[src/rtl/dmix_pkg.sv]
package dmix_pkg;

  // Position coding and deadzone limits
  localparam int unsigned PosW       = 7;
  localparam int unsigned SpeedW     = 8;
  localparam int unsigned ProdW      = 14;
  localparam logic [PosW-1:0] LowTop     = 7'd60;
  localparam logic [PosW-1:0] HighBase   = 7'd68;
  localparam logic [PosW-1:0] LowSpan    = 7'd62;
  localparam logic [PosW-1:0] PosNeutral = 7'd64;
  localparam logic [SpeedW-1:0] MaxSpeedReset = 8'd235;

  // Reciprocal constants: floor(n*M >> 20) == floor(n/d) for every product n < 2^14
  localparam int unsigned RecipShift = 20;
  localparam int unsigned RecipW     = 29;
  localparam logic [14:0] Recip62    = 15'd16913;
  localparam logic [14:0] Recip59    = 15'd17773;

  typedef enum logic [1:0] {
    ZONE_LOW,
    ZONE_NEUTRAL,
    ZONE_HIGH
  } zone_e;

  typedef enum logic [1:0] {
    DIR_OFF = 2'd0,
    DIR_CW  = 2'd1,
    DIR_CCW = 2'd2
  } dir_e;

  // Zone and scaled numerator of one stick position
  typedef struct packed {
    zone_e            zone;
    logic [ProdW-1:0] prod;
  } span_t;

  // Divide the numerator by the span of its zone (62 low, 59 high)
  function automatic logic [SpeedW-1:0] span_mag(span_t s);
    logic [RecipW-1:0] p;
    if (s.zone == ZONE_LOW) begin
      p = RecipW'(s.prod) * RecipW'(Recip62);
    end else begin
      p = RecipW'(s.prod) * RecipW'(Recip59);
    end
    return SpeedW'(p >> RecipShift);
  endfunction

endpackage

[src/rtl/dmix_if.sv]
// Command byte channel
interface dmix_cmd_if;
  logic       valid;
  logic       ready;
  logic [7:0] command_byte;

  modport source (output valid, output command_byte, input ready);
  modport sink   (input valid, input command_byte, output ready);
endinterface

// Motor result channel
interface dmix_motor_if;
  logic       valid;
  logic       ready;
  logic [1:0] right_direction;
  logic [7:0] right_duty;
  logic [1:0] left_direction;
  logic [7:0] left_duty;

  modport source (output valid, output right_direction, output right_duty,
                  output left_direction, output left_duty, input ready);
  modport sink   (input valid, input right_direction, input right_duty,
                  input left_direction, input left_duty, output ready);
endinterface

// Configuration write channel
interface dmix_cfg_if;
  logic       valid;
  logic       ready;
  logic [7:0] max_speed;

  modport source (output valid, output max_speed, input ready);
  modport sink   (input valid, input max_speed, output ready);
endinterface

[src/rtl/dmix_zone_map.sv]
module dmix_zone_map (
  input  logic [dmix_pkg::PosW-1:0]   pos_i,
  input  logic [dmix_pkg::SpeedW-1:0] max_speed_i,
  output dmix_pkg::span_t             span_o
);
  import dmix_pkg::*;

  logic [5:0] gap;

  // Classify the position and take its distance from LowSpan (low) or HighBase (high)
  always_comb begin
    if (pos_i <= LowTop) begin
      span_o.zone = ZONE_LOW;
      gap         = 6'(LowSpan - pos_i);
    end else if (pos_i >= HighBase) begin
      span_o.zone = ZONE_HIGH;
      gap         = 6'(pos_i - HighBase);
    end else begin
      span_o.zone = ZONE_NEUTRAL;
      gap         = '0;
    end
    // Scale by full speed; the divide by the span follows a register later
    span_o.prod = ProdW'(gap) * ProdW'(max_speed_i);
  end

endmodule

[src/rtl/differential_drive_mixer.sv]
// Differential-drive mixer.
// cmd_i takes one command byte per transfer: bit 7 clear loads bits 6..0 as
// the throttle position, bit 7 set loads them as the steering position.
// Every accepted byte yields exactly one transfer on res_o with direction
// and duty for the right and left motors, mixed from both stored positions.
// cfg_i writes max_speed (full scale and cap for added steering); write it
// only while no command is in flight. cfg_i is always ready.
// An accepted byte is registered in stage 1, stage 2 and stage 3 in turn
// and is valid on res_o from stage 3. Throughput is one byte per cycle
// while res_o is not stalled, set by a three-stage pipeline (positions,
// scaled numerators, mixed output) whose stages load independently.
// Reset sets both positions to neutral (64), max_speed to 235 and empties
// the pipeline. When the receiver stalls, the result holds on res_o and the
// stages behind it fill up; cmd_i.ready drops only once all three stages
// are occupied, so up to three bytes are taken during a stall.
module differential_drive_mixer (
  input  logic          clk_i,
  input  logic          rst_ni,
  dmix_cmd_if.sink      cmd_i,
  dmix_cfg_if.sink      cfg_i,
  dmix_motor_if.source  res_o
);
  import dmix_pkg::*;

  logic [SpeedW-1:0] max_speed_q;
  logic [PosW-1:0]   thr_q, thr_d, str_q, str_d;
  logic              v1_q, v2_q, v3_q;
  logic              en1, en2, en3, cmd_xfer;
  logic [PosW-1:0]   t1_q, s1_q;
  span_t             t_span, s_span, t2_q, s2_q;
  logic [SpeedW-1:0] tmag, smag;
  logic [SpeedW:0]   add_sum;
  logic [SpeedW-1:0] add_cap, sub_floor;
  logic              steer;
  dir_e              rdir_d, ldir_d, rdir_q, ldir_q;
  logic [SpeedW-1:0] rduty_d, lduty_d, rduty_q, lduty_q;

  // Stage enables: a stage loads when it is empty or its contents move on
  assign en3      = !v3_q || res_o.ready;
  assign en2      = !v2_q || en3;
  assign en1      = !v1_q || en2;
  assign cmd_i.ready = en1;
  assign cmd_xfer = cmd_i.valid && cmd_i.ready;
  assign cfg_i.ready = 1'b1;

  // Update the stored position that the byte selects
  always_comb begin
    thr_d = thr_q;
    str_d = str_q;
    if (cmd_i.command_byte[7]) begin
      str_d = cmd_i.command_byte[PosW-1:0];
    end else begin
      thr_d = cmd_i.command_byte[PosW-1:0];
    end
  end

  always_ff @(posedge clk_i or negedge rst_ni) begin
    if (!rst_ni) begin
      max_speed_q <= MaxSpeedReset;
      thr_q       <= PosNeutral;
      str_q       <= PosNeutral;
      v1_q        <= 1'b0;
      v2_q        <= 1'b0;
      v3_q        <= 1'b0;
    end else begin
      if (cfg_i.valid && cfg_i.ready) begin
        max_speed_q <= cfg_i.max_speed;
      end
      if (cmd_xfer) begin
        thr_q <= thr_d;
        str_q <= str_d;
      end
      if (en1) v1_q <= cmd_xfer;
      if (en2) v2_q <= v1_q;
      if (en3) v3_q <= v2_q;
    end
  end

  // Stage 1: snapshot both positions for this byte
  always_ff @(posedge clk_i) begin
    if (en1 && cmd_xfer) begin
      t1_q <= thr_d;
      s1_q <= str_d;
    end
  end

  // Stage 2: zone and scaled numerator of each position
  dmix_zone_map u_thr_map (
    .pos_i       (t1_q),
    .max_speed_i (max_speed_q),
    .span_o      (t_span)
  );

  dmix_zone_map u_str_map (
    .pos_i       (s1_q),
    .max_speed_i (max_speed_q),
    .span_o      (s_span)
  );

  always_ff @(posedge clk_i) begin
    if (en2 && v1_q) begin
      t2_q <= t_span;
      s2_q <= s_span;
    end
  end

  // Stage 3: divide by the span, then mix the two sticks
  assign tmag      = span_mag(t2_q);
  assign smag      = span_mag(s2_q);
  assign steer     = (s2_q.zone != ZONE_NEUTRAL) && (smag != '0);
  assign add_sum   = (SpeedW+1)'(tmag) + (SpeedW+1)'(smag);
  assign add_cap   = (add_sum > (SpeedW+1)'(max_speed_q)) ? max_speed_q
                                                          : add_sum[SpeedW-1:0];
  assign sub_floor = (tmag > smag) ? tmag - smag : '0;

  always_comb begin
    rdir_d  = DIR_OFF;
    ldir_d  = DIR_OFF;
    rduty_d = '0;
    lduty_d = '0;
    if (t2_q.zone == ZONE_NEUTRAL) begin
      // Spin in place on steering alone
      if (steer) begin
        if (s2_q.zone == ZONE_LOW) begin
          rdir_d = DIR_CCW;
          ldir_d = DIR_CW;
        end else begin
          rdir_d = DIR_CW;
          ldir_d = DIR_CCW;
        end
        rduty_d = smag;
        lduty_d = smag;
      end
    end else begin
      // Both sides follow the throttle; steering slows one and speeds the other
      rdir_d  = (t2_q.zone == ZONE_LOW) ? DIR_CCW : DIR_CW;
      ldir_d  = rdir_d;
      rduty_d = tmag;
      lduty_d = tmag;
      if (steer) begin
        if (s2_q.zone == ZONE_LOW) begin
          rduty_d = sub_floor;
          lduty_d = add_cap;
        end else begin
          lduty_d = sub_floor;
          rduty_d = add_cap;
        end
      end
    end
  end

  always_ff @(posedge clk_i) begin
    if (en3 && v2_q) begin
      rdir_q  <= rdir_d;
      ldir_q  <= ldir_d;
      rduty_q <= rduty_d;
      lduty_q <= lduty_d;
    end
  end

  assign res_o.valid           = v3_q;
  assign res_o.right_direction = rdir_q;
  assign res_o.right_duty      = rduty_q;
  assign res_o.left_direction  = ldir_q;
  assign res_o.left_duty       = lduty_q;

  // Motors off on one side means both sides off and idle
  a_off_pair: assert property (@(posedge clk_i) disable iff (!rst_ni)
    (v3_q && rdir_q == DIR_OFF) |->
      (ldir_q == DIR_OFF && rduty_q == '0 && lduty_q == '0))
    else $error("one motor off while the other drives");

  // Opposite directions only in a spin, which runs both sides equally
  a_spin_equal: assert property (@(posedge clk_i) disable iff (!rst_ni)
    (v3_q && rdir_q != ldir_q) |-> (rduty_q == lduty_q))
    else $error("spin with unequal duties");

  // A full pipeline under a stalled receiver takes no new byte
  a_full_stall: assert property (@(posedge clk_i) disable iff (!rst_ni)
    (v1_q && v2_q && v3_q && !res_o.ready) |-> !cmd_i.ready)
    else $error("byte taken with the pipeline full");

endmodule
[src/flat_wrapper.sv]
// flat-port wrapper written by rule: the top's interface ports become plain ports
module differential_drive_mixer_flat import dmix_pkg::*;
  (clk_i, rst_ni, cmd_i_valid, cmd_i_command_byte, cmd_i_ready, cfg_i_valid, cfg_i_max_speed, cfg_i_ready, res_o_valid, res_o_right_direction, res_o_right_duty, res_o_left_direction, res_o_left_duty, res_o_ready);
  dmix_cmd_if cmd_i_i ();
  dmix_cfg_if cfg_i_i ();
  dmix_motor_if res_o_i ();
  input  logic clk_i;
  input  logic rst_ni;
  input wire logic [$bits(cmd_i_i.valid)-1:0] cmd_i_valid;
  input wire logic [$bits(cmd_i_i.command_byte)-1:0] cmd_i_command_byte;
  output wire logic [$bits(cmd_i_i.ready)-1:0] cmd_i_ready;
  input wire logic [$bits(cfg_i_i.valid)-1:0] cfg_i_valid;
  input wire logic [$bits(cfg_i_i.max_speed)-1:0] cfg_i_max_speed;
  output wire logic [$bits(cfg_i_i.ready)-1:0] cfg_i_ready;
  output wire logic [$bits(res_o_i.valid)-1:0] res_o_valid;
  output wire logic [$bits(res_o_i.right_direction)-1:0] res_o_right_direction;
  output wire logic [$bits(res_o_i.right_duty)-1:0] res_o_right_duty;
  output wire logic [$bits(res_o_i.left_direction)-1:0] res_o_left_direction;
  output wire logic [$bits(res_o_i.left_duty)-1:0] res_o_left_duty;
  input wire logic [$bits(res_o_i.ready)-1:0] res_o_ready;
  assign cmd_i_i.valid = cmd_i_valid;
  assign cmd_i_i.command_byte = cmd_i_command_byte;
  assign cmd_i_ready = cmd_i_i.ready;
  assign cfg_i_i.valid = cfg_i_valid;
  assign cfg_i_i.max_speed = cfg_i_max_speed;
  assign cfg_i_ready = cfg_i_i.ready;
  assign res_o_valid = res_o_i.valid;
  assign res_o_right_direction = res_o_i.right_direction;
  assign res_o_right_duty = res_o_i.right_duty;
  assign res_o_left_direction = res_o_i.left_direction;
  assign res_o_left_duty = res_o_i.left_duty;
  assign res_o_i.ready = res_o_ready;
  differential_drive_mixer u_core (.clk_i(clk_i), .rst_ni(rst_ni), .cmd_i(cmd_i_i), .cfg_i(cfg_i_i), .res_o(res_o_i));
endmodule
[config.mk]
export PLATFORM = sky130hd
export DESIGN_NAME = differential_drive_mixer_flat
export DESIGN_NICKNAME = d
export VERILOG_FILES = /design/src/rtl/dmix_pkg.sv /design/src/rtl/dmix_if.sv /design/src/rtl/dmix_zone_map.sv /design/src/rtl/differential_drive_mixer.sv /design/src/flat_wrapper.sv
export SDC_FILE = /design/constraint.sdc
export NUM_CORES = 1
export LEC_CHECK = 0
export ABC_AREA = 1
export BUFFER_PORTS_ARGS = -buffer_cell sky130_fd_sc_hd__buf_2
export CORE_ASPECT_RATIO = 1.2
export CORE_UTILIZATION = 60
export CTS_BUF_LIST = sky130_fd_sc_hd__clkbuf_8
export DETAILED_ROUTE_END_ITERATION = 8
export PLACE_DENSITY = 0.8
export SLEW_MARGIN = 40
export SYNTH_ARGS = -nofsm -noshare
export SYNTH_HDL_FRONTEND = slang
export SYNTH_SLANG_ARGS = --single-unit
[constraint.sdc]
create_clock -name clk_i -period 7.2 [get_ports clk_i]
set_clock_uncertainty 0.2 [all_clocks]
set_input_delay 1.44 -clock clk_i [delete_from_list [all_inputs] [get_ports clk_i]]
set_output_delay 1.44 -clock clk_i [all_outputs]
set_load 0.02 [all_outputs]
# ---- Yosys cells after proc, flatten, opt, wreduce, memory -nomap -nowiden
# Index checks and enable logic that the tools add are counted.
dict set report word_totals {
  ff_bits 91
  out_inout_bits 23
  in_bits 21
  wordCells 76
}
dict set report op_classes {
  eq_ne 2
  reduce_logical 14
  muxes 26
  multipliers 6
  addsub 6
  order_cmp 6
}
# op n
set op_table {}
lappend op_table {{multiplier 14 x 15 -> 28 bit (second input constant)} 4}
lappend op_table {{2-to-1 mux 8 bit} 9}
lappend op_table {{2-to-1 mux 28 bit} 2}
lappend op_table {{multiplier 6 x 8 -> 14 bit} 2}
lappend op_table {{2-to-1 mux 6 bit} 4}
lappend op_table {{2-to-1 mux 2 bit} 9}
lappend op_table {{greater-or-equal comparator 7 bit (second input constant)} 2}
lappend op_table {{<= comparator 7 x 6 -> 1 bit (second input constant)} 2}
lappend op_table {{2-to-1 mux 7 bit} 2}
lappend op_table {{subtractor 6 x 3 -> 6 bit (second input constant)} 2}
lappend op_table {{subtractor 6 bit (first input constant)} 2}
lappend op_table {{adder 8 x 8 -> 9 bit} 1}
lappend op_table {{> comparator 9 x 8 -> 1 bit} 1}
lappend op_table {{> comparator 8 bit} 1}
lappend op_table {{nonzero test 8 bit} 1}
lappend op_table {{subtractor 8 bit} 1}
lappend op_table {{logical AND 1 bit} 5}
lappend op_table {{zero test 2 bit} 2}
lappend op_table {{zero test 1 bit} 3}
lappend op_table {{logical OR 1 bit} 3}
lappend op_table {{== test 2 x 1 -> 1 bit (second input constant)} 1}
lappend op_table {{inequality test 2 x 1 -> 1 bit (second input constant)} 1}

# ---- Longest topological paths before layout
dict set report logic_depth {
  word_depth 8
  depth_mapped 47
  depth_no_buf 47
}

# ---- Cells and area by module
# Synthesis repeated with hierarchy kept, for this count alone.
dict set report hier_totals {
  cells_unflattened 2707
  hier_area_um2 20353.3
}
# module seq_area_each_um2 area_per_inst_um2 cells_per_inst n_inst
set modules_own_cells {}
lappend modules_own_cells {differential_drive_mixer 2617.5 16607.2 2137 1}
lappend modules_own_cells {dmix_zone_map 0.0 1873.0 285 2}

# ---- Worst setup path before layout
# Ideal clock, no wire load.
dict set report synth_timing {
  path_type {register -> register}
  from {reg u_core.t2_q[12] in the netlist's numbering}
  to {reg u_core.lduty_q[6], in the netlist u_core.res_o.left_duty[6] (data pin)}
  t_required_ns 6.748
  slack_ns -0.562
  synth_period_minus_slack_ns 7.762
  arrival_time_ns 7.309
  stages_incl_launch_ff 40
  cell_sequence {edfxtp_1 -> ha_1 -> inv_1 -> fa_1 -> inv_1 -> fa_1 -> fa_1 -> fa_1 -> fa_1 -> ha_1 -> nand2_1 -> nor2_1 -> nand2_1 -> nor3_1 -> inv_1 -> nor4_1 -> nor2_1 -> xor2_1 -> (+4 left out) -> nor2_1 -> nand2_1 -> nand2_2 -> xor2_1 -> inv_1 -> ha_1 -> a21oi_1 -> o21ai_0 -> o21ai_0 -> a21boi_0 -> o21ai_0 -> nand2_1 -> a21oi_2 -> nand3_1 -> nand3_1 -> nand2_1 -> nand2_1 -> nand2_1}
}
dict set report synth_between {
  elab_chain_cells 8
  word_cells_on_any_way 12
}
# item line_no
set synth_lines {}
lappend synth_lines {{from (decl)} differential_drive_mixer.sv:30} ;# span_t t_span, s_span, t2_q, s2_q;
lappend synth_lines {{from (signal assigned)} differential_drive_mixer.sv:102} ;# t2_q <= t_span;
lappend synth_lines {{multiplier 14 x 15 -> 28 bit (on tied branches)} {dmix_pkg.sv:43, dmix_pkg.sv:41}}
lappend synth_lines {{2-to-1 mux 28 bit *} dmix_pkg.sv:40} ;# if (s.zone == ZONE_LOW) begin
lappend synth_lines {{adder 8 x 8 -> 9 bit} differential_drive_mixer.sv:111} ;# assign add_sum = (SpeedW+1)'(tmag) + (SpeedW+1)'(smag);
lappend synth_lines {{> comparator 9 x 8 -> 1 bit} differential_drive_mixer.sv:112} ;# assign add_cap = (add_sum > (SpeedW+1)'(max_speed_q)) ? max_speed_q
lappend synth_lines {{2-to-1 mux 8 bit} differential_drive_mixer.sv:112}
lappend synth_lines {{2-to-1 mux 8 bit} differential_drive_mixer.sv:141} ;# if (s2_q.zone == ZONE_LOW) begin
lappend synth_lines {{2-to-1 mux 8 bit *} differential_drive_mixer.sv:140} ;# if (steer) begin
lappend synth_lines {{2-to-1 mux 8 bit *} differential_drive_mixer.sv:121} ;# if (t2_q.zone == ZONE_NEUTRAL) begin
lappend synth_lines {{via u_core.lduty_d[6]} differential_drive_mixer.sv:36} ;# logic [SpeedW-1:0] rduty_d, lduty_d, rduty_q, lduty_q;
lappend synth_lines {{to (signal assigned)} differential_drive_mixer.sv:157} ;# lduty_q <= lduty_d;
lappend synth_lines {{to (decl)} differential_drive_mixer.sv:36}
# The timed path passes the listed nets; every way through them passes the cells marked *.
# A chain may end at the register's enable or synchronous reset.

# ---- Final worst setup path
dict set report layout_timing {
  from {reg u_core.t2_q[11] in the netlist's numbering}
  to {reg u_core.rduty_q[2], in the netlist u_core.res_o.right_duty[2] (data pin)}
}
dict set report layout_between {
  elab_chain_cells 8
  word_cells_on_any_way 12
}
# item line_no
set layout_lines {}
lappend layout_lines {{multiplier 14 x 15 -> 28 bit (on tied branches)} {dmix_pkg.sv:43, dmix_pkg.sv:41}}
lappend layout_lines {{2-to-1 mux 28 bit *} dmix_pkg.sv:40}
lappend layout_lines {{adder 8 x 8 -> 9 bit} differential_drive_mixer.sv:111}
lappend layout_lines {{> comparator 9 x 8 -> 1 bit} differential_drive_mixer.sv:112}
lappend layout_lines {{2-to-1 mux 8 bit} differential_drive_mixer.sv:112}
lappend layout_lines {{2-to-1 mux 8 bit} differential_drive_mixer.sv:141}
lappend layout_lines {{2-to-1 mux 8 bit *} differential_drive_mixer.sv:140}
lappend layout_lines {{2-to-1 mux 8 bit *} differential_drive_mixer.sv:121}
lappend layout_lines {{via u_core.rduty_d[2]} differential_drive_mixer.sv:36}
lappend layout_lines {{to (signal assigned)} differential_drive_mixer.sv:156} ;# rduty_q <= rduty_d;
lappend layout_lines {{to (decl)} differential_drive_mixer.sv:36}
# Marked as above.

==> impl_metrics.json <==
{
  "status": "complete, but fails checks",
  "violations": "setup timing",
  "worst_slack_ns": -0.844,
  "synth.net_count": 3020,
  "synth_top_area_frac": 0.279,
  "yosys.area.top_type": "ha_1",
  "slew_headroom": 0.417,
  "cp_max_fo": 5,
  "num_rows": 71,
  "cts_buffers": 9,
  "worstSetupEndpointType": "flip-flop",
  "synth_most_common_cell": "nand2_1",
  "vias": 17281,
  "slew_violations": 0,
  "ys_ff_latch": 91,
  "crit_top_cell": "nand2_1",
  "rsz0062_at_grt": "true",
  "grt_use_total": 0.326,
  "fin_crit_sh": 1.12,
  "fin_setup_tns_ns": -12.61,
  "arrival_ns": 8.05,
  "wire_per_inst_um": 17.6,
  "grt-ovfl-total": 0,
  "n_antenna_cell": 0,
  "critPathKind": "flip-flop to flip-flop",
  "clkTransAtPathRegs_ns": 0.11,
  "crit_slowest_cell": "fa_1",
  "insertion_delay_ns": 0.43,
  "worst_pin_slew_ns": 0.871,
  "gp_congestion": 0.965,
  "timing.fmax_mhz": 124,
  "critical_path.max_stage_delay_ns": 0.55,
  "synth_flop_cell": "edfxtp_1",
  "synthTopCellsByArea": "ha_1 (28%), fa_1 (19%), edfxtp_1 (10%), nand2_1 (10%), inv_1 (9.8%)",
  "io-pin-count": 44,
  "ant_nets": 0,
  "drc": 0,
  "hold_class": "flip-flop to flip-flop",
  "port_buffers": 42,
  "grt_antenna_before_repair": 0,
  "ctsHtreeMaxLevel": 3,
  "setup_viol": 16,
  "route.final.wire_length_mm": 54.1,
  "final_layout_size_suffix_gt1_frac": 0.185,
  "ys_types": 48,
  "ys_seq_area_frac": 0.138,
  "syn_inst": 2391,
  "grt_pass1_vias": 17237,
  "clockBufferDepth": 2,
  "grt_pass1_wl_mm": 82.3,
  "hold_viol_final": 0,
  "initial_core_util": 0.608,
  "clkSinkCount": 91,
  "finalNetCount": 3291,
  "ys_warn_count": 0,
  "syn_area_sq_mm": 0.0190,
  "drtIter0Drc": 946,
  "dieHeight_um": 197,
  "area.growth.synth_to_final_pct": 19.2,
  "hpwl_mm": 42.9,
  "viasPerCell": 5.63,
  "startpoint_type": "flip-flop",
  "drt-pass1-iter-count": 6,
  "die_x_um": 165,
  "dieArea_sq_mm": 0.0324,
  "fillers": 2211,
  "layout_min_cycle_time_ns": 8.04,
  "avgSynthCellArea_sq_um": 7.95,
  "synth_async_sr_flop_share": 0.275,
  "core_sq_mm": 0.0313,
  "grt_max_degree": 43,
  "yosys-top-cells-count": "nand2_1 (527), inv_1 (496), ha_1 (424)",
  "max_cap_violations": 0,
  "crit_required_ns": 7.20,
  "synth_enable_flop_cells": 66,
  "root_buffer": "clkbuf_8",
  "cts_tree": "done"
}
[what timing repair did]
action                                  in CTS  in global routing
endpoints found under the setup margin      16                 16
pin swaps                                   37                 66
gates resized for setup                     81                111
hold buffers                                 0                  0
buffers inserted                            19                 20
[worst max-delay path, delay by kind of cell (launching register included)]
family | cells | cell delay (ns)
adder cells (fa/ha/maj) | 10 | 3.65
flip-flops | 1 | 0.50
buffers and inverters | 9 | 0.82
XOR/XNOR | 2 | 0.34
AO/OA/AOI/OAI | 7 | 0.98
AND/OR/NAND/NOR | 15 | 1.30
[registers in the layout, indices dropped and copies added (netlist names), 2 cells and up]
signal                        cells
u_core.str_q                      7
u_core.res_o.left_duty            8
u_core.res_o.right_duty           8
u_core.s2_q                      16
u_core.max_speed_q                8
u_core.res_o.right_direction      2
u_core.res_o.left_direction       2
u_core.t1_q                       7
u_core.s1_q                       7
u_core.thr_q                      7
u_core.t2_q                      16
[cell usage in the layout (no fill, tap or decap), drive strengths merged]
cell type / netlist / routed
o31ai: 1 / 1
a21o: 17 / 17
nor4: 6 / 6
nor3b: 5 / 5
edfxtp: 66 / 66
and2: 4 / 4
inv: 500 / 503
a31oi: 6 / 6
o211ai: 4 / 4
a21boi: 5 / 5
o21ai: 85 / 85
xor2: 38 / 38
a21oi: 106 / 106
nand2: 532 / 532
dfstp: 8 / 8
a41oi: 1 / 1
nand4: 25 / 25
clkinv: 3 / 7
o22ai: 2 / 2
xnor2: 10 / 10
buf: 7 / 283
o21bai: 13 / 13
clkbuf: 16 / 9
dfrtp: 17 / 17
nor2: 167 / 167
nand3b: 3 / 3
or2: 2 / 2
nor3: 20 / 20
nand3: 107 / 107
a31o: 3 / 3
conb: 1 / 1
fa: 184 / 184
a211oi: 1 / 1
or3: 1 / 1
ha: 424 / 424
o2111ai: 1 / 1
[worst paths after layout]
check	startpoint	to	slack [ns]	depth (start not counted)
setup / recovery	u_core.t2_q[11]	u_core.res_o.right_duty[2]	-0.84	43
hold / removal	u_core.v2_q	u_core.res_o.valid	0.29	2
setup reg to reg	u_core.t2_q[11]	u_core.res_o.right_duty[2]	-0.84	43
hold reg to reg	u_core.v2_q	u_core.res_o.valid	0.29	2
max in group asynchronous	rst_ni	u_core.thr_q[6]	5.63	1
min in group asynchronous	rst_ni	u_core.max_speed_q[4]	0.78	1
[kinds of logic after synthesis]
| logic type | Yosys count | share of synthesized area |
|---|---|---|
| compound gates | 245 | 0.0716 |
| xor+xnor | 48 | 0.0221 |
| fa+ha+maj | 608 | 0.473 |
| buf+inv | 526 | 0.106 |
| flops | 91 | 0.138 |
| other cells | 1 | 0.000197 |
| simple gates | 872 | 0.190 |
[stage by stage]
stage          worst slack, ns  hold slack, ns  utilization  cell area (sq um)  std cells
2_1_floorplan           -0.318           0.233            -              19000       2391
3_3_place_gp            -0.688           0.271        0.677              21200       3013
3_5_place_dp            -0.892           0.268        0.677              21200       3013
4_1_cts                 -0.522           0.276        0.702              21900       3048
5_1_grt                  -1.20           0.310        0.725              22700       3068
6_report                -0.844           0.287        0.725              22700       3068
[layout make-up]
| class | count | area [sq um] | area share |
|---|---|---|---|
| inverters | 503 | 1890 | 0.0833 |
| repair buffers | 283 | 2080 | 0.0920 |
| clock inverters | 7 | 78.8 | 0.00348 |
| well taps | 401 | 502 | 0.0221 |
| flip-flops and latches | 91 | 2620 | 0.116 |
| clock buffers | 9 | 124 | 0.00547 |
| multi-input cells | 1774 | 15400 | 0.678 |
[layer usage]
layer | track usage | vias up | wire [um]
met2 | 0.578 | 675 | 27100
li1 | - | 8170 | -
met5 | 0 | - | 0
met3 | 0.0412 | 227 | 3300
met1 | 0.381 | 8209 | 20400
met4 | 0.171 | 0 | 3310
Power is not shown: default switching activity piles up to over one toggle a cycle in this logic, so the estimate is an artifact.
